`src/rtl/core/assert_macros.svh`:
```
// assertion macros for the translation core
`ifndef ASSERT_MACROS_SVH
`define ASSERT_MACROS_SVH
// implication checked at every rising clock edge outside reset
`define ASSERT_IMPL(label, clk, rst_n, ante, cons) \
    label: assert property (@(posedge clk) disable iff (!rst_n) (ante) |-> (cons)) \
        else $error("assertion failed");
// next-cycle implication checked outside reset
`define ASSERT_NEXT(label, clk, rst_n, ante, cons) \
    label: assert property (@(posedge clk) disable iff (!rst_n) (ante) |=> (cons)) \
        else $error("assertion failed");
`endif

```
`src/rtl/core/bmft_pkg.sv`:
```
// package: constants, types and command codes for the translation core
package bmft_pkg;
    localparam int unsigned BLOCKS_DEF = 256;
    localparam int unsigned PPB_DEF    = 16;
    localparam int unsigned LP_W       = 12;

    typedef enum logic [1:0] {
        CMD_READ    = 2'd0,
        CMD_PROGRAM = 2'd1,
        CMD_ERASE   = 2'd2,
        CMD_NOP     = 2'd3
    } t_cmd;

    typedef enum logic [1:0] {
        ST_OK       = 2'd0,
        ST_UNMAPPED = 2'd1,
        ST_NO_FREE  = 2'd2
    } t_status;

    // datapath step selected by the controller
    typedef enum logic [3:0] {
        OP_NONE      = 4'd0,
        OP_LOOKUP    = 4'd1,
        OP_SCAN      = 4'd2,
        OP_EMIT_READ = 4'd3,
        OP_EMIT_ERR  = 4'd4,
        OP_NEW_MAP   = 4'd5,
        OP_DIRECT    = 4'd6,
        OP_MOVE      = 4'd7,
        OP_ERASE     = 4'd8,
        OP_CLEAR     = 4'd9
    } t_op;

    typedef struct packed {
        t_op     op;
        t_status err;
        logic    rd_half;
        logic    first;
    } t_ctl;

    typedef struct packed {
        logic mapped;
        logic page_wr;
        logic scan_done;
        logic have_free;
        logic move_last;
        logic at_off;
        logic clear_done;
    } t_sts;
endpackage

```
`src/rtl/core/bmft_ctrl.sv`:
```
// controller state machine for the translation core
`include "assert_macros.svh"
module bmft_ctrl (
    input  logic           i_clk,
    input  logic           i_rst_n,
    input  logic           i_start,
    input  logic           i_req_type,
    input  bmft_pkg::t_sts i_sts,
    output logic           o_load,
    output logic           o_busy,
    output bmft_pkg::t_ctl o_ctl
);
    import bmft_pkg::*;

    typedef enum logic [9:0] {
        S_CLEAR  = 10'b0000000001,
        S_IDLE   = 10'b0000000010,
        S_RD0    = 10'b0000000100,
        S_LOOK   = 10'b0000001000,
        S_SCAN0  = 10'b0000010000,
        S_SCAN   = 10'b0000100000,
        S_DECIDE = 10'b0001000000,
        S_MOVE   = 10'b0010000000,
        S_ERASE  = 10'b0100000000,
        S_DONE   = 10'b1000000000
    } t_state;

    t_state r_state, n_state;
    logic   r_wr, r_rd_half, n_rd_half, r_first, n_first;

    always_ff @(posedge i_clk) begin
        if (!i_rst_n) begin
            r_state   <= S_CLEAR;
            r_wr      <= 1'b0;
            r_rd_half <= 1'b0;
            r_first   <= 1'b0;
        end else begin
            r_state   <= n_state;
            r_rd_half <= n_rd_half;
            r_first   <= n_first;
            if (o_load) r_wr <= i_req_type;
        end
    end

    always_comb begin
        n_state   = r_state;
        n_rd_half = r_rd_half;
        n_first   = 1'b0;
        o_load    = 1'b0;
        o_ctl     = '{op: OP_NONE, err: ST_OK, rd_half: r_rd_half, first: r_first};
        unique case (r_state)
            S_CLEAR: begin
                o_ctl.op = OP_CLEAR;
                if (i_sts.clear_done) n_state = S_IDLE;
            end
            S_IDLE: begin
                if (i_start) begin
                    o_load  = 1'b1;
                    n_state = S_RD0;
                end
            end
            S_RD0: n_state = S_LOOK;
            S_LOOK: begin
                o_ctl.op = OP_LOOKUP;
                n_state  = S_SCAN0;
            end
            S_SCAN0: begin
                if (!r_wr) begin
                    o_ctl.op = i_sts.mapped ? OP_EMIT_READ : OP_EMIT_ERR;
                    o_ctl.err = ST_UNMAPPED;
                    n_state  = S_DONE;
                end else begin
                    o_ctl.op    = OP_SCAN;
                    o_ctl.first = 1'b1;
                    n_state     = S_SCAN;
                end
            end
            S_SCAN: begin
                o_ctl.op = OP_SCAN;
                if (i_sts.scan_done) n_state = S_DECIDE;
            end
            S_DECIDE: begin
                if (!i_sts.mapped) begin
                    o_ctl.op  = i_sts.have_free ? OP_NEW_MAP : OP_EMIT_ERR;
                    o_ctl.err = ST_NO_FREE;
                    n_state   = S_DONE;
                end else if (!i_sts.page_wr) begin
                    o_ctl.op = OP_DIRECT;
                    n_state  = S_DONE;
                end else if (!i_sts.have_free) begin
                    o_ctl.op  = OP_EMIT_ERR;
                    o_ctl.err = ST_NO_FREE;
                    n_state   = S_DONE;
                end else begin
                    o_ctl.op      = OP_MOVE;
                    o_ctl.first   = 1'b1;
                    o_ctl.rd_half = 1'b1;
                    n_rd_half     = 1'b1;
                    n_state       = S_MOVE;
                end
            end
            S_MOVE: begin
                o_ctl.op = OP_MOVE;
                o_ctl.first = 1'b0;
                if (r_rd_half && !i_sts.at_off) begin
                    n_rd_half = 1'b0;
                end else begin
                    // program half; the request page takes host data with no copy read
                    o_ctl.rd_half = 1'b0;
                    n_rd_half     = 1'b1;
                    if (i_sts.move_last) begin
                        n_state = S_ERASE;
                        n_first = 1'b1;
                    end
                end
            end
            S_ERASE: begin
                o_ctl.op = OP_ERASE;
                if (i_sts.move_last && !r_first) n_state = S_DONE;
            end
            S_DONE: n_state = S_IDLE;
            default: n_state = S_IDLE;
        endcase
        o_busy = (r_state != S_IDLE);
    end

    `ASSERT_NEXT(a_start_busy, i_clk, i_rst_n, o_load, o_busy)
    `ASSERT_IMPL(a_load_idle, i_clk, i_rst_n, o_load, r_state == S_IDLE)
    `ASSERT_IMPL(a_state_onehot, i_clk, i_rst_n, 1'b1, $onehot(r_state))
endmodule

```
`config.mk`:
```
export PLATFORM = sky130hd
export DESIGN_NAME = bmft_ctrl
export DESIGN_NICKNAME = d
export VERILOG_FILES = /design/src/rtl/core/bmft_pkg.sv /design/src/rtl/core/bmft_ctrl.sv
export VERILOG_INCLUDE_DIRS = /design/src /design/src/rtl/core
export SDC_FILE = /design/constraint.sdc
export NUM_CORES = 1
export LEC_CHECK = 0
export BUFFER_PORTS_ARGS = -buffer_cell sky130_fd_sc_hd__buf_2
export CORE_UTILIZATION = 55
export DETAILED_ROUTE_END_ITERATION = 8
export GPL_TIMING_DRIVEN = 0
export PLACE_DENSITY = 0.82
export SYNTH_ARGS = -nofsm -noshare
export SYNTH_HDL_FRONTEND = slang
export SYNTH_SLANG_ARGS = --single-unit
```
`constraint.sdc`:
```
create_clock -name i_clk -period 4.7 [get_ports i_clk]
set_input_delay 0.705 -clock i_clk [delete_from_list [all_inputs] [get_ports i_clk]]
set_output_delay 0.705 -clock i_clk [all_outputs]
set_load 0.01 [all_outputs]
```
==> impl_metrics.ini <==
[cts]
clock_sink_count = 13
worst_skew_pair.late_latency_ns = 0.29
htreeDepth = 1
tritoncts_clock_tree = built
ctsLongestPathBuffers = 2
post-cts-setup-buffer-count = 0
cts_repair_resize_count = 0
cts-buffers-inserted = 3
worst_setup_hold_path_clk_slew_ns = 0.09
hold_buffers = 0
cts-root-buf = sky130_fd_sc_hd__clkbuf_4

[logic_synthesis]
synth_nets = 122
mean_cell_area_of_the_mapped_netlist_sq_um = 8.341
syn_area_sq_um = 925.9
syn_inst = 111
synth-seq-cells = 13
synth.mux.area_fraction_pct = 1.081
synth_enable_flop_cells = 0
post_synth_xor_area_fraction_pct = 1.892
synth-seq-area-share_pct = 28.11
synth-simple-area-share_pct = 44.19
synth-main-ff-cell = sky130_fd_sc_hd__dfxtp_1
postSynth.asyncResetShare_pct = 0
synth_compound_area_share_pct = 19.05
synth-adder-area-share_pct = 0
synthDistinctLibCells = 46
synth_top_family_by_area = simple AND/OR/NAND/NOR gates
synth.yosys.warnings = 0

[critical_path]
critical_path_class = reg -> out
worst_setup_path_start_kind = register
endpoint_kind = output port
critical_path.slowest_cell = sky130_fd_sc_hd__dfxtp_1
crit_path_frequent_cell = sky130_fd_sc_hd__a21oi_1
critical_path_required_ns = 3.99
cp_cell_sequence = nor4_4, nand2_1, nor3_1, a21oi_1, a21oi_1, buf_2
critPathTopFamily = simple AND/OR/NAND/NOR gates
critical_path.max_fanout = 6
path_buf_inv = 1
arrival_ns = 1.95
critPathMaxStageDelay_ns = 0.39

[timing]
report.final.slew_viol_count = 0
setup-tns-final_ns = 0
timing.fmax_mhz = 377.1
post-route-period-util_pct = 56.43
final.min_clock_period_ns = 2.652
setup_repair_after_global_routing_missed_its_margin = no
setup_viol_count_final = 0
tightestPinTransition_ns = 0.4238
count_of_endpoints_failing_hold_in_the_final_timing_report = 0
relSlewSlack_pct = 71.75
final.setup_skew_ns = 0.006324

[routing]
num_vias = 917
drt_drc_violations_left = 0
detail_route.wirelength_um = 2104
drt-initial-drc-count = 33
detail_route.first_pass.iterations = 4
postRouteAntennaNets = 0
wire_per_inst_um = 13.93
avgViaCountPerCell = 6.073

[global_routing]
grtUsageTotal_pct = 25.33
overflow = 0
largest_net_degree_at_the_start_of_global_routing = 11
first_global_vias = 794
antenna_found_initial = 0
grt_first_pass_wirelength_um = 3484

[min_path]
hold_path_class = reg -> reg

[final_layout]
area_of_the_multi_input_gates_sq_um = 613.1
seq_area_sq_um = 260.3
layout_common_cells = sky130_fd_sc_hd__buf_2, sky130_fd_sc_hd__dfxtp_1, sky130_fd_sc_hd__nor2_1
n_fill_cell = 120
fraction_of_layout_instances_using_a_drive_strength_above_1_pct = 34.07
instances_no_fill = 151
antenna_cells = 0
num-nets-final = 147
layout_area_overhead_pct = 15.95
mostFrequentLayoutCell = sky130_fd_sc_hd__buf_2

[die]
design.die.area_sq_um = 1852
start_util_pct = 60.06
floorplan.die.width_um = 43.03
die_h_um = 43.03
core_area_sq_um = 1541
io_pins = 21
rows = 14

[place]
port_buffer_count = 20
numPlacedInstances = 147
hpwlAfterDp_um = 1630
gp_congestion = 0.9071

[status]
status = finished clean

[power_and_ir_drop]
peakVddDrop_v = 0.0002507
power_density_nw_per_um2 = 248.9
cellLeakagePower_nw = 0.4455

[flow_run]
cap_viol_max_count = 0
==> worst register-to-register path, stage by stage (launching register included) <==
cell and delay (ns):
sky130_fd_sc_hd__dfxtp_1 0.31, sky130_fd_sc_hd__buf_4 0.16, sky130_fd_sc_hd__nor4b_2 0.34, sky130_fd_sc_hd__nand3_1 0.22
sky130_fd_sc_hd__o211ai_2 0.32, sky130_fd_sc_hd__nor2_1 0.07, sky130_fd_sc_hd__o221a_2 0.24
==> per-layer routing <==
| layer | wire length, um | part of all wire (%) | vias to the layer above | GRT usage, % |
|---|---|---|---|---|
| met4 | 38 | 1.8 | 0 | 10.91 |
| li1 | - | - | 454 | - |
| met5 | 0 | 0 | - | 0 |
| met2 | 1011 | 48 | 36 | 40.91 |
| met1 | 939 | 45 | 422 | 33.33 |
| met3 | 115 | 5.5 | 5 | 3.830 |
==> power breakdown <==
group	internal [mW]	switching (mW)	total, mW
sequential	0.115	0.00594	0.121
combinational	0.0326	0.0403	0.0729
clock	0.0317	0.0419	0.0736
total	0.179	0.0882	0.267
==> final cells by class <==
cell class | instances | share of cell area, %
tap | 16 | 1.865
timing repair buffer | 20 | 9.324
multi-input combinational | 89 | 57.11
clock buffer | 3 | 2.098
clock inverter | 1 | 0.4662
buffer | 5 | 3.497
sequential | 13 | 24.24
inverter | 4 | 1.399
==> metrics by stage <==
| stage | power, mW | setup slack (ns) | utilization, % | instance area, sq um | hold slack (ns) |
|---|---|---|---|---|---|
| after CTS | 0.2660 | 2.053 | 69.64 | 1074 | 0.5533 |
| final | 0.2672 | 2.048 | 69.64 | 1074 | 0.5422 |
| after global placement | 0.1932 | 2.412 | 67.86 | 1046 | 0.5066 |
| after detailed placement | 0.1959 | 2.381 | 67.86 | 1046 | 0.5285 |
| after global routing | 0.2772 | 1.896 | 69.64 | 1074 | 0.5786 |
| after floorplan | 0.1744 | 2.491 | - | 925.9 | 0.4758 |
==> registers in the layout, indices dropped and copies added, names as in the netlist <==
signal     cells
r_first        1
r_wr           1
r_rd_half      1
r_state       10
==> logic make-up (layout without fill, tap and decap cells) <==
kind of cell    after synthesis  after routing
compound gates               26             26
mux                           1              1
xor+xnor                      2              2
flops                        13             13
simple gates                 60             60
buf+inv                       9             33
==> Yosys cell counts (2+ instances only) <==
library cell	n	area (sq um)
sky130_fd_sc_hd__nand3b_1	2	15.01
sky130_fd_sc_hd__o211ai_1	3	22.52
sky130_fd_sc_hd__nand4_1	2	12.51
sky130_fd_sc_hd__and2_1	2	12.51
sky130_fd_sc_hd__nor2_2	5	31.28
sky130_fd_sc_hd__nand4b_1	2	17.52
sky130_fd_sc_hd__nor2b_1	2	12.51
sky130_fd_sc_hd__nor4_1	3	18.77
sky130_fd_sc_hd__inv_1	3	11.26
sky130_fd_sc_hd__nor4_4	2	42.54
sky130_fd_sc_hd__nand2_1	8	30.03
sky130_fd_sc_hd__nand3_1	3	15.01
sky130_fd_sc_hd__a21oi_1	6	30.03
sky130_fd_sc_hd__o21ai_0	7	35.03
sky130_fd_sc_hd__and2b_1	3	22.52
sky130_fd_sc_hd__buf_4	3	22.52
sky130_fd_sc_hd__nor3b_1	3	22.52
sky130_fd_sc_hd__dfxtp_1	13	260.3
sky130_fd_sc_hd__nor2_1	9	33.78
sky130_fd_sc_hd__a211o_1	2	17.52
sky130_fd_sc_hd__nor3_1	3	15.01
==> worst paths after layout <==
check | startpoint | to | slack [ns] | cells past startpoint
worst max-delay path | r_state[8] | o_ctl[0] | 2.05 | 6
worst min-delay path | r_rd_half | r_rd_half | 0.54 | 2
worst max register to register | r_state[1] | r_state[8] | 2.94 | 6
worst min register to register | r_rd_half | r_rd_half | 0.54 | 2
Power figures use the tool's default switching activity.
